===== src/rtl/sas_pkg.sv =====
// Shared constants and codes for the stop-and-wait sender.
`timescale 1ns / 1ps

package sas_pkg;

   localparam int MaxPayloadBytes = 8;
   localparam logic [3:0] PayloadBytesReset = 4'd8;
   localparam logic [15:0] RetransmitReset = 16'd2500;

   // opcodes of an input word
   localparam logic [1:0] OP_DATA = 2'd0;
   localparam logic [1:0] OP_END = 2'd1;
   localparam logic [1:0] OP_ACK = 2'd2;
   localparam logic [1:0] OP_TICK = 2'd3;

   // result kinds
   localparam logic [1:0] KIND_FRAME = 2'd0;
   localparam logic [1:0] KIND_EOT = 2'd1;
   localparam logic [1:0] KIND_BUSY = 2'd2;

   // register indexes
   localparam logic CSR_PAYLOAD_BYTES = 1'b0;
   localparam logic CSR_RETRANSMIT = 1'b1;

   localparam logic [7:0] CH_ZERO = 8'h30;
   localparam logic [7:0] CH_ONE = 8'h31;
   localparam logic [7:0] CH_STAR = 8'h2A;

endpackage


===== src/rtl/sas_store.sv =====
// Frame payload store: one write port, one registered read port.
`timescale 1ns / 1ps

module sas_store #(
   parameter int MAX_PAYLOAD_BYTES = sas_pkg::MaxPayloadBytes,
   localparam int IW = (MAX_PAYLOAD_BYTES > 1) ? $clog2(MAX_PAYLOAD_BYTES) : 1
) (
   input  logic          clock,
   input  logic          wr_en,
   input  logic [IW-1:0] wr_idx,
   input  logic [7:0]    wr_data,
   input  logic [IW-1:0] rd_idx,
   output logic [7:0]    rd_data
);

   logic [7:0] mem_ff [MAX_PAYLOAD_BYTES];
   logic [7:0] rd_data_ff;

   always_ff @(posedge clock) begin
      if (wr_en) begin
         mem_ff[wr_idx] <= wr_data;
      end
      rd_data_ff <= mem_ff[rd_idx];
   end

   assign rd_data = rd_data_ff;

endmodule


===== src/rtl/sas_ctrl.sv =====
// Sequencer: protocol state, retransmit timer and byte-at-a-time frame output.
`timescale 1ns / 1ps

module sas_ctrl #(
   parameter int MAX_PAYLOAD_BYTES = sas_pkg::MaxPayloadBytes,
   localparam int CW = $clog2(MAX_PAYLOAD_BYTES + 1),
   localparam int IW = (MAX_PAYLOAD_BYTES > 1) ? $clog2(MAX_PAYLOAD_BYTES) : 1
) (
   input  logic          clock,
   input  logic          reset,
   input  logic [CW-1:0] frame_len,
   input  logic [15:0]   limit,
   input  logic          req_valid,
   output logic          req_stall,
   input  logic [1:0]    req_opcode,
   input  logic [7:0]    req_data_byte,
   input  logic [7:0]    req_ack_byte,
   output logic          rsp_valid,
   input  logic          rsp_stall,
   output logic [7:0]    rsp_out_byte,
   output logic [1:0]    rsp_out_kind,
   output logic          rsp_last_of_run,
   output logic          rsp_is_resend,
   output logic          st_wr_en,
   output logic [IW-1:0] st_wr_idx,
   output logic [7:0]    st_wr_data,
   output logic [IW-1:0] st_rd_idx,
   input  logic [7:0]    st_rd_data
);

   localparam logic S_IDLE = 1'b0;
   localparam logic S_SEND = 1'b1;
   localparam logic [CW-1:0] MaxFill = CW'(MAX_PAYLOAD_BYTES);

   logic          state_ff, state_in;
   logic [1:0]    mode_ff, mode_in;
   logic          resend_ff, resend_in;
   logic [CW-1:0] emit_ff, emit_in;
   logic [CW-1:0] fill_ff, fill_in;
   logic          seq_ff, seq_in;
   logic          await_ff, await_in;
   logic          endp_ff, endp_in;
   logic [15:0]   tick_ff, tick_in;
   logic          ovalid_ff, ovalid_in;
   logic [7:0]    obyte_ff, obyte_in;
   logic [1:0]    okind_ff, okind_in;
   logic          olast_ff, olast_in;
   logic          oresend_ff, oresend_in;

   logic          accept;
   logic          slot_free;
   logic [CW-1:0] fill_inc;
   logic [15:0]   tick_inc;
   logic          ack_good;
   logic [7:0]    emit_byte;
   logic          emit_last;

   assign accept    = req_valid && (state_ff == S_IDLE);
   assign slot_free = !ovalid_ff || !rsp_stall;
   assign fill_inc  = fill_ff + 1'b1;
   assign tick_inc  = tick_ff + 16'd1;
   assign ack_good  = ((req_ack_byte == sas_pkg::CH_ZERO) || (req_ack_byte == sas_pkg::CH_ONE))
                      && (req_ack_byte[0] != seq_ff);

   assign st_wr_en   = accept && (req_opcode == sas_pkg::OP_DATA) && !await_ff
                       && (fill_ff < MaxFill);
   assign st_wr_idx  = fill_ff[IW-1:0];
   assign st_wr_data = req_data_byte;
   // store read is registered: fetch the byte for the next emit step
   assign st_rd_idx  = IW'(emit_in - 1'b1);

   // byte for the current emit step
   always_comb begin
      emit_byte = 8'd0;
      emit_last = 1'b1;
      case (mode_ff)
         sas_pkg::KIND_FRAME: begin
            if (emit_ff == '0) begin
               emit_byte = seq_ff ? sas_pkg::CH_ONE : sas_pkg::CH_ZERO;
               emit_last = (fill_ff == '0);
            end else begin
               emit_byte = st_rd_data;
               emit_last = (emit_ff == fill_ff);
            end
         end
         sas_pkg::KIND_EOT: begin
            emit_byte = sas_pkg::CH_STAR;
         end
         default: begin
            emit_byte = 8'd0;
         end
      endcase
   end

   always_comb begin
      state_in   = state_ff;
      mode_in    = mode_ff;
      resend_in  = resend_ff;
      emit_in    = emit_ff;
      fill_in    = fill_ff;
      seq_in     = seq_ff;
      await_in   = await_ff;
      endp_in    = endp_ff;
      tick_in    = tick_ff;
      ovalid_in  = ovalid_ff;
      obyte_in   = obyte_ff;
      okind_in   = okind_ff;
      olast_in   = olast_ff;
      oresend_in = oresend_ff;

      if (slot_free) begin
         ovalid_in = 1'b0;
      end

      if (accept) begin
         emit_in = '0;
         case (req_opcode)
            sas_pkg::OP_DATA: begin
               if (await_ff) begin
                  state_in = S_SEND;
                  mode_in  = sas_pkg::KIND_BUSY;
               end else begin
                  fill_in = fill_inc;
                  if (fill_inc >= frame_len) begin
                     state_in  = S_SEND;
                     mode_in   = sas_pkg::KIND_FRAME;
                     resend_in = 1'b0;
                     await_in  = 1'b1;
                     tick_in   = 16'd0;
                  end
               end
            end
            sas_pkg::OP_END: begin
               if (await_ff) begin
                  if (endp_ff) begin
                     state_in = S_SEND;
                     mode_in  = sas_pkg::KIND_BUSY;
                  end else begin
                     endp_in = 1'b1;
                  end
               end else if (fill_ff == '0) begin
                  state_in = S_SEND;
                  mode_in  = sas_pkg::KIND_EOT;
                  seq_in   = 1'b0;
                  endp_in  = 1'b0;
               end else begin
                  endp_in   = 1'b1;
                  state_in  = S_SEND;
                  mode_in   = sas_pkg::KIND_FRAME;
                  resend_in = 1'b0;
                  await_in  = 1'b1;
                  tick_in   = 16'd0;
               end
            end
            sas_pkg::OP_ACK: begin
               if (await_ff) begin
                  if (ack_good) begin
                     fill_in  = '0;
                     await_in = 1'b0;
                     tick_in  = 16'd0;
                     seq_in   = !seq_ff;
                     if (endp_ff) begin
                        // toggle then return to zero after '*'
                        seq_in   = 1'b0;
                        endp_in  = 1'b0;
                        state_in = S_SEND;
                        mode_in  = sas_pkg::KIND_EOT;
                     end
                  end else begin
                     state_in  = S_SEND;
                     mode_in   = sas_pkg::KIND_FRAME;
                     resend_in = 1'b1;
                     tick_in   = 16'd0;
                  end
               end
            end
            default: begin
               if (await_ff) begin
                  if (tick_inc >= limit) begin
                     state_in  = S_SEND;
                     mode_in   = sas_pkg::KIND_FRAME;
                     resend_in = 1'b1;
                     tick_in   = 16'd0;
                  end else begin
                     tick_in = tick_inc;
                  end
               end
            end
         endcase
      end else if (state_ff == S_SEND && slot_free) begin
         ovalid_in  = 1'b1;
         obyte_in   = emit_byte;
         okind_in   = mode_ff;
         olast_in   = emit_last;
         oresend_in = (mode_ff == sas_pkg::KIND_FRAME) && resend_ff;
         emit_in    = emit_ff + 1'b1;
         if (emit_last) begin
            state_in = S_IDLE;
         end
      end
   end

   always_ff @(posedge clock) begin
      if (reset) begin
         state_ff  <= S_IDLE;
         mode_ff   <= sas_pkg::KIND_FRAME;
         resend_ff <= 1'b0;
         emit_ff   <= '0;
         fill_ff   <= '0;
         seq_ff    <= 1'b0;
         await_ff  <= 1'b0;
         endp_ff   <= 1'b0;
         tick_ff   <= 16'd0;
         ovalid_ff <= 1'b0;
      end else begin
         state_ff  <= state_in;
         mode_ff   <= mode_in;
         resend_ff <= resend_in;
         emit_ff   <= emit_in;
         fill_ff   <= fill_in;
         seq_ff    <= seq_in;
         await_ff  <= await_in;
         endp_ff   <= endp_in;
         tick_ff   <= tick_in;
         ovalid_ff <= ovalid_in;
      end
   end

   always_ff @(posedge clock) begin
      obyte_ff   <= obyte_in;
      okind_ff   <= okind_in;
      olast_ff   <= olast_in;
      oresend_ff <= oresend_in;
   end

   assign req_stall       = (state_ff != S_IDLE);
   assign rsp_valid       = ovalid_ff;
   assign rsp_out_byte    = obyte_ff;
   assign rsp_out_kind    = okind_ff;
   assign rsp_last_of_run = olast_ff;
   assign rsp_is_resend   = oresend_ff;

endmodule


===== src/rtl/stop_and_wait_arq_sender_top.sv =====
// Top level of the alternating-bit stop-and-wait sender.
//
// Input words (req_*) carry an opcode: data byte, end of message, ACK
// byte arrived, or timer tick. Result words (rsp_*) carry link bytes:
// the sequence character and payload of a frame, the '*' end marker,
// or a busy mark for a refused input word. rsp_last_of_run flags the
// final result word caused by one input word.
// A word that gives results is accepted first; then the sequencer
// emits one byte a cycle, unless rsp_stall holds it, out of the frame
// store into the output register. req_stall is high while bytes remain.
// A stall on rsp_stall holds the output register and the sequencer.
// Reset (synchronous) clears the sequence bit, fill count, timer and
// pending state; registers return to 8 payload bytes and 2500 ticks.
// csr_* writes take effect at once; make them only while the block is idle.
`timescale 1ns / 1ps

module stop_and_wait_arq_sender_top #(
   parameter int MAX_PAYLOAD_BYTES = sas_pkg::MaxPayloadBytes
) (
   input  logic        clock,
   input  logic        reset,
   input  logic        csr_wr_en,
   input  logic        csr_index,
   input  logic [15:0] csr_wdata,
   input  logic        req_valid,
   output logic        req_stall,
   input  logic [1:0]  req_opcode,
   input  logic [7:0]  req_data_byte,
   input  logic [7:0]  req_ack_byte,
   output logic        rsp_valid,
   input  logic        rsp_stall,
   output logic [7:0]  rsp_out_byte,
   output logic [1:0]  rsp_out_kind,
   output logic        rsp_last_of_run,
   output logic        rsp_is_resend
);

   localparam int CW = $clog2(MAX_PAYLOAD_BYTES + 1);
   localparam int IW = (MAX_PAYLOAD_BYTES > 1) ? $clog2(MAX_PAYLOAD_BYTES) : 1;

   logic [3:0]    payload_ff, payload_in;
   logic [15:0]   interval_ff, interval_in;
   logic [CW-1:0] frame_len;
   logic [15:0]   limit;
   logic          st_wr_en;
   logic [IW-1:0] st_wr_idx;
   logic [7:0]    st_wr_data;
   logic [IW-1:0] st_rd_idx;
   logic [7:0]    st_rd_data;

   always_comb begin
      payload_in  = payload_ff;
      interval_in = interval_ff;
      if (csr_wr_en) begin
         case (csr_index)
            sas_pkg::CSR_PAYLOAD_BYTES: payload_in = csr_wdata[3:0];
            sas_pkg::CSR_RETRANSMIT:    interval_in = csr_wdata;
            default:                    payload_in = payload_ff;
         endcase
      end
   end

   always_ff @(posedge clock) begin
      if (reset) begin
         payload_ff  <= sas_pkg::PayloadBytesReset;
         interval_ff <= sas_pkg::RetransmitReset;
      end else begin
         payload_ff  <= payload_in;
         interval_ff <= interval_in;
      end
   end

   // clamp the frame size to 1..MAX_PAYLOAD_BYTES, interval to at least 1
   always_comb begin
      if (payload_ff == 4'd0) begin
         frame_len = CW'(1);
      end else if (32'(payload_ff) > 32'(MAX_PAYLOAD_BYTES)) begin
         frame_len = CW'(MAX_PAYLOAD_BYTES);
      end else begin
         frame_len = CW'(32'(payload_ff));
      end
   end

   assign limit = (interval_ff == 16'd0) ? 16'd1 : interval_ff;

   sas_store #(
      .MAX_PAYLOAD_BYTES(MAX_PAYLOAD_BYTES)
   ) u_store (
      .clock  (clock),
      .wr_en  (st_wr_en),
      .wr_idx (st_wr_idx),
      .wr_data(st_wr_data),
      .rd_idx (st_rd_idx),
      .rd_data(st_rd_data)
   );

   sas_ctrl #(
      .MAX_PAYLOAD_BYTES(MAX_PAYLOAD_BYTES)
   ) u_ctrl (
      .clock          (clock),
      .reset          (reset),
      .frame_len      (frame_len),
      .limit          (limit),
      .req_valid      (req_valid),
      .req_stall      (req_stall),
      .req_opcode     (req_opcode),
      .req_data_byte  (req_data_byte),
      .req_ack_byte   (req_ack_byte),
      .rsp_valid      (rsp_valid),
      .rsp_stall      (rsp_stall),
      .rsp_out_byte   (rsp_out_byte),
      .rsp_out_kind   (rsp_out_kind),
      .rsp_last_of_run(rsp_last_of_run),
      .rsp_is_resend  (rsp_is_resend),
      .st_wr_en       (st_wr_en),
      .st_wr_idx      (st_wr_idx),
      .st_wr_data     (st_wr_data),
      .st_rd_idx      (st_rd_idx),
      .st_rd_data     (st_rd_data)
   );

endmodule


===== config.mk =====
export PLATFORM = sky130hd
export DESIGN_NAME = stop_and_wait_arq_sender_top
export DESIGN_NICKNAME = d
export VERILOG_FILES = /design/src/rtl/sas_pkg.sv /design/src/rtl/sas_store.sv /design/src/rtl/sas_ctrl.sv /design/src/rtl/stop_and_wait_arq_sender_top.sv
export SDC_FILE = /design/constraint.sdc
export NUM_CORES = 1
export LEC_CHECK = 0
export ABC_AREA = 0
export BUFFER_PORTS_ARGS = -buffer_cell sky130_fd_sc_hd__buf_4
export CAP_MARGIN = 10
export CELL_PAD_IN_SITES_DETAIL_PLACEMENT = 0
export CELL_PAD_IN_SITES_GLOBAL_PLACEMENT = 2
export CORE_MARGIN = 2
export CORE_UTILIZATION = 37
export DETAILED_ROUTE_END_ITERATION = 7
export GPL_TIMING_DRIVEN = 0
export PLACE_DENSITY_LB_ADDON = 0.1
export SKIP_CTS_REPAIR_TIMING = 1
export SLEW_MARGIN = 10
export SYNTH_ARGS = -nofsm -noshare
export SYNTH_HDL_FRONTEND = slang
export SYNTH_HIERARCHICAL = 1
export SYNTH_SLANG_ARGS = --single-unit

===== constraint.sdc =====
create_clock -name clock -period 3.1 [get_ports clock]
set_input_delay 0 -clock clock [delete_from_list [all_inputs] [get_ports clock]]
set_output_delay 0 -clock clock [all_outputs]
set_load 0.02 [all_outputs]

# After elaboration in Yosys (flattened, before gate mapping)

Memory sizes are Yosys's and may differ from the RTL's. A register that Yosys moved wholly into a read port is not among the register bits.
Cells that the tools add are included.

Memories: 1
RAM bits: 64
Word-level logic and storage cells: 160
Input port bits: 40
Output and inout bits: 14
Register bits after elaboration: 64

Add/subtract/negate cells: 4
Mux-type cells: 73
$lt $le $gt $ge: 4
Reductions and logical operators: 37
Eq/ne operators: 22
Bitwise logic cells: 3

Memory list:

| memory         | depth | bits a word | rd ports | clocked after memory_dff | write ports | line            | text |
|---|---|---|---|---|---|---|---|
| u_store.mem_ff | 8     | 8           | 1        | 1                        | 1           | sas_store.sv:16 | `logic [7:0] mem_ff [MAX_PAYLOAD_BYTES];` |

Operators by type and width:

| operator                                                               | number |
|---|---|
| 16-bit two-way mux                                                     | 8 |
| 16-bit one-hot mux with 3 select lines                                 | 1 |
| 1-bit two-way mux                                                      | 39 |
| 4-bit two-way mux                                                      | 7 |
| 2-bit two-way mux                                                      | 9 |
| 16-bit by 1-bit adder with 16-bit output (second input constant)       | 1 |
| 8-bit by 6-bit equality test with 1-bit output (second input constant) | 2 |
| 16-bit greater-or-equal comparator                                     | 1 |
| 16-bit zero test                                                       | 1 |
| 8-bit one-hot mux with 2 select lines                                  | 1 |
| 7-bit AND reduction                                                    | 2 |
| 4-bit zero test                                                        | 3 |
| 6-bit AND reduction                                                    | 2 |
| 2-bit != test (second input constant)                                  | 5 |
| 3-bit by 2-bit != test with 1-bit output (second input constant)       | 3 |
| 1-bit one-hot mux with 3 select lines                                  | 3 |
| 9-bit AND reduction                                                    | 1 |
| 4-bit by 1-bit adder with 4-bit output (second input constant)         | 2 |
| 8-bit two-way mux                                                      | 1 |
| 4-bit by 3-bit != test with 1-bit output (second input constant)       | 2 |
| 4-bit one-hot mux with 2 select lines                                  | 1 |
| 2-bit AND reduction                                                    | 4 |
| 2-bit nonzero test                                                     | 4 |
| 1-bit logical AND                                                      | 7 |
| 21 further kinds                                                       | 33 |

# Depth between registers and ports, before layout

Word-level depth: 8
Mapped depth: 14
Mapped depth without buffers: 13

# Hierarchy

Netlist, hierarchy kept.

By module, submodules not included:

| module                       | sequential area each (um^2) | times used | cells an instance | area each (um^2) |
|---|---|---|---|---|
| sas_ctrl                     | 1,001.0                     | 1          | 342               | 3,016.6 |
| sas_store                    | 2,082.0                     | 1          | 114               | 2,691.3 |
| stop_and_wait_arq_sender_top | 400.4                       | 1          | 111               | 842.1 |

# Worst setup path before layout

Ideal clock, no wire load.

Path kind: reg-to-reg
Start: register u_ctrl.state_ff, in the netlist u_ctrl/req_stall
End: register u_store.rd_data_ff[0], in the netlist u_store/rd_data[0] (read register of u_store.mem_ff)
Buffers on the path: 2
Data required time: 2.979 ns
Period minus slack after synthesis: 3.244 ns
Path slack: -0.144 ns
Cell stages (with the launch flop): 9
Setup time: 0.121 ns
Arrival: 3.124 ns
Cells stage by stage: dfxtp_1 a21boi_1 a21oi_1 ha_1 xnor2_1 clkbuf_1 buf_2 mux4_2 mux2_2

Word-level cells in the longest chain between the ends: 4
Elaborated cells on any way between the ends: 6
Those cells by class: 1 x add/sub; 2 x mux; 1 x bitwise; 2 x reduce/logical

RTL lines:

| item                                                          | line                               | text |
|---|---|---|
| start: declaration                                            | sas_ctrl.sv:35                     | `logic state_ff, state_in;` |
| start signal: assignment                                      | sas_ctrl.sv:216                    | `state_ff <= state_in;` |
| 1-bit logical AND / 1-bit NOT (equally long branches)         | sas_ctrl.sv:190, sas_ctrl.sv:58    |  |
| 4-bit two-way mux / 1-bit logical AND (equally long branches) | sas_ctrl.sv:190, sas_ctrl.sv:58    |  |
| 4-bit two-way mux *                                           | sas_ctrl.sv:115                    | `if (accept) begin` |
| 3-bit by 1-bit subtractor with 3-bit output *                 | sas_ctrl.sv:70                     | `assign st_rd_idx = IW'(emit_in - 1'b1);` |
| net st_rd_idx[0]                                              | stop_and_wait_arq_sender_top.sv:48 | `logic [IW-1:0] st_rd_idx;` |
| end: declaration                                              | sas_store.sv:17                    | `logic [7:0] rd_data_ff;` |

The timed path passes the listed nets; every way through them passes the cells marked *.
A chain may end at the register's enable or synchronous reset.

# Worst setup path in the final report

Start: register u_ctrl.tick_ff[1]
End: register u_ctrl.tick_ff[5]

Word-level cells in the longest chain between the ends: 5

RTL lines:

| item                                       | line            | text |
|---|---|---|
| start: declaration                         | sas_ctrl.sv:43  | `logic [15:0] tick_ff, tick_in;` |
| start signal: assignment                   | sas_ctrl.sv:224 | `tick_ff <= tick_in;` |
| 16-bit by 1-bit adder with 16-bit output * | sas_ctrl.sv:61  | `assign tick_inc = tick_ff + 16'd1;` |
| 16-bit greater-or-equal comparator         | sas_ctrl.sv:179 | `if (tick_inc >= limit) begin` |
| 16-bit two-way mux *                       | sas_ctrl.sv:179 |  |
| 16-bit two-way mux *                       | sas_ctrl.sv:178 | `if (await_ff) begin` |
| 16-bit one-hot mux with 3 select lines *   | sas_ctrl.sv:117 | `case (req_opcode)` |

Mark *: on every way between the ends. The rest lies on a longest branch, timed or not. The select of a mux whose other input is x is not followed.

==> flow_metrics.env <==
export IMPL_die_x_um=137
export IMPL_gp_congestion=0.784
export IMPL_crit_type="flop to flop"
export IMPL_power_density_nw_per_um2=522
export IMPL_violations="setup timing"
export IMPL_fin_crit_ps=3130
export IMPL_p_leak_nw=3.37
export IMPL_track_usage_pct=17.0
export IMPL_nNetsFinal=742
export IMPL_diodes=0
export IMPL_synth_edf_count=76
export IMPL_rows=48
export IMPL_initial_core_util_pct=37.9
export IMPL_rsz0062_at_grt="true"
export IMPL_tightestPinTransition_ps=981
export IMPL_crit_path_end_kind="flop"
export IMPL_maxCapViolCount=0
export IMPL_clk_pin_slew_ps=60
export IMPL_clk_latency_ps=410
export IMPL_cts_buffer_depth=2
export IMPL_dr_pass1_iters=4
export IMPL_seq_area_frac_synth_pct=53.2
export IMPL_placed_cells=837
export IMPL_drt_initial_drc_count=280
export IMPL_grt_first_pass_wirelength_um=23400
export IMPL_avgSynthCellArea_um2=11.6
export IMPL_synth_net_count=637
export IMPL_drcViolationCount=0
export IMPL_finalCritPeriodShare_pct=101
export IMPL_sequentialPowerShare_pct=44.5
export IMPL_netSwitchingFraction_pct=22.9
export IMPL_maxSlewViolCount=0
export IMPL_core_region_area_um2=17300
export IMPL_yosysTopAreaCell="edfxtp_1"
export IMPL_synth_seq_cells=136
export IMPL_vdd_ir_drop_worst_mv=0.370
export IMPL_die_area_um2=18800
export IMPL_numCtsBuffers=17
export IMPL_crit_required_ps=3390
export IMPL_wire_per_inst_um=17.0
export IMPL_start_kind="flop"
export IMPL_hp_class="primary input to flop"
export IMPL_ys_types=64
export IMPL_numPortBuffers=45
export IMPL_ioPinCount=54
export IMPL_area_growth_pct=28.9
export IMPL_grt_ovfl_total=0
export IMPL_cts_root_buffer="clkbuf_16"
export IMPL_finalPower_mw=4.41
export IMPL_final_layout_size_suffix_gt1_share_pct=24.2
export IMPL_p_int_mw=3.40
export IMPL_setup_ws_ps=-28.6
export IMPL_netlist_instances=567
export IMPL_p_comb_share_pct=7.9
export IMPL_maxSlewHeadroom_pct=34.4
export IMPL_vias_per_cell=5.03
export IMPL_arrival_ps=3420
export IMPL_cts_tree="yes"
export IMPL_grt_pass1_vias=4284
export IMPL_fin_cells=910
export IMPL_yosys_area_top_type_share_pct=34.8
export IMPL_fin_setup_tns_ps=-79.8
export IMPL_nFillCells=1588
export IMPL_cp_max_fo=7
export IMPL_async_flop_share_pct=0
export IMPL_switching_power_mw=1.01
export IMPL_ant_nets=0
export IMPL_routed_wl_um=15400
export IMPL_cts_sinks=136
export IMPL_ys_warn_count=6
export IMPL_seq_area_um2=3490
export IMPL_synthFlopType="edfxtp_1"
export IMPL_place_hpwl_um=10600
export IMPL_status="finished with violations"
export IMPL_vias=4573
export IMPL_netlist_area_um2=6550
export IMPL_hold_violations=0
export IMPL_clock_skew_ps=12.5
export IMPL_power_share_clock_pct=47.6
export IMPL_grt_max_degree=20
export IMPL_synth_most_common_cell="edfxtp_1"
export IMPL_fmax_ghz=0.320
export IMPL_antenna_found_initial=0
export IMPL_h_tree_depth=4
export IMPL_multiInputGateArea_um2=2910
export IMPL_die_y_um=137
export IMPL_setup_viol_count_final=4
export IMPL_synthTopCellsByCount="edfxtp_1 (76), dfxtp_1 (60), nand2_1 (51), nor2_1 (46), a21oi_1 (31)"
export IMPL_synthTopCellsByArea="edfxtp_1 (35%), dfxtp_1 (18%), mux4_1 (6.0%), ha_1 (5.7%), nand2_1 (2.9%)"
[sequential cells by signal (all words and copies together) (netlist names), named ones only]
name                    cells
u_ctrl/endp_ff              1
u_ctrl/rsp_is_resend        1
u_ctrl/mode_ff              2
u_ctrl/rsp_last_of_run      1
u_store/mem_ff             64
u_ctrl/fill_ff              4
u_ctrl/resend_ff            1
payload_ff                  4
u_ctrl/rsp_out_byte         8
u_ctrl/await_ff             1
u_ctrl/tick_ff             16
u_ctrl/req_stall            1
u_store/rd_data             8
interval_ff                16
u_ctrl/seq_ff               1
u_ctrl/emit_ff              4
u_ctrl/rsp_out_kind         2
[worst max-delay path: stages, from the launching register on]
cell	delay [ps]
dfxtp_4	370
ha_4	150
and4_4	260
nand2b_4	70
nor2_4	110
and4_4	270
xor2_4	90
ha_4	270
nand4_1	270
nor4_4	340
a221oi_4	120
nand4b_1	140
buf_6	130
buf_12	120
nor2_1	40
a211o_1	250
[metal layers]
metal	up-vias	part of all wire, %	GRT usage (%)
met5	-	0	0
met4	0	0.44	4.87
met3	5	3.1	3.63
met2	72	52	29.6
met1	2234	44	21.1
li1	2262	-	-
[kinds of logic after synthesis]
kind of cell	synth area share [%]
adder cells (fa/ha/maj)	5.73
AND/OR/NAND/NOR	14.5
buffers and inverters	6.04
flip-flops	53.2
multiplexers	9.15
AO/OA/AOI/OAI	8.18
XOR/XNOR	3.19
[stage by stage]
step / hold WS [ps] / instance area [µm²] / setup WS, ps / utilization (%)
after floorplan: 118 / 6550 / 118 / -
after global placement: 212 / 7170 / -994 / 41.5
after detailed placement: 220 / 7180 / -1000 / 41.5
after CTS: -217 / 7800 / -1020 / 45.1
after global routing: 61.3 / 8440 / -213 / 48.8
final: 21.7 / 8440 / -28.6 / 48.8
[area by class of cell]
| type | count | area share [%] |
|---|---|---|
| flip-flops and latches | 136 | 41.4 |
| inverters | 32 | 1.42 |
| well taps | 225 | 3.34 |
| multi-input cells | 349 | 34.5 |
| clock inverters | 14 | 2.21 |
| plain buffers | 48 | 3.26 |
| repair buffers | 88 | 8.82 |
| clock buffers | 18 | 5.08 |
[power groups by stage]
| stage | Combinational, mW | Sequential [mW] | Clock, mW |
|---|---|---|---|
| after detailed placement | 0.307 | 2.00 | 0 |
| final | 0.348 | 1.96 | 2.10 |
| after global routing | 0.387 | 1.97 | 2.23 |
| after global placement | 0.301 | 2.00 | 0 |
| after CTS | 0.308 | 1.96 | 2.15 |
| after floorplan | 0.199 | 2.00 | 0 |
[final timing paths]
kind,start,end,slack [ps],depth (start not counted)
max,u_ctrl/tick_ff[1],u_ctrl/tick_ff[5],-30,15
min,csr_wr_en,interval_ff[14],20,4
max reg2reg,u_ctrl/tick_ff[1],u_ctrl/tick_ff[5],-30,15
min reg2reg,interval_ff[0],interval_ff[0],480,2
[placed cells by master (no fill, tap or decap), types with 6 or more instances in the layout]
cell type and instances:
a22o_1 10, mux2i_1 7, nor2_1 43, a21oi_1 31, clkbuf_16 17, nand2_1 51
ha_1 28, nand2b_1 8, dlygate4sd3_1 27, nor3_1 10, nor2b_1 6, xnor2_1 8
xor2_1 10, edfxtp_1 76, mux4_1 15, mux2_2 8, buf_4 72, nand3_1 8
dfxtp_1 55, nand3b_1 7, nor4_1 7, a211o_1 6, inv_1 30, clkbuf_1 25
(Power assumes the default switching activity.)
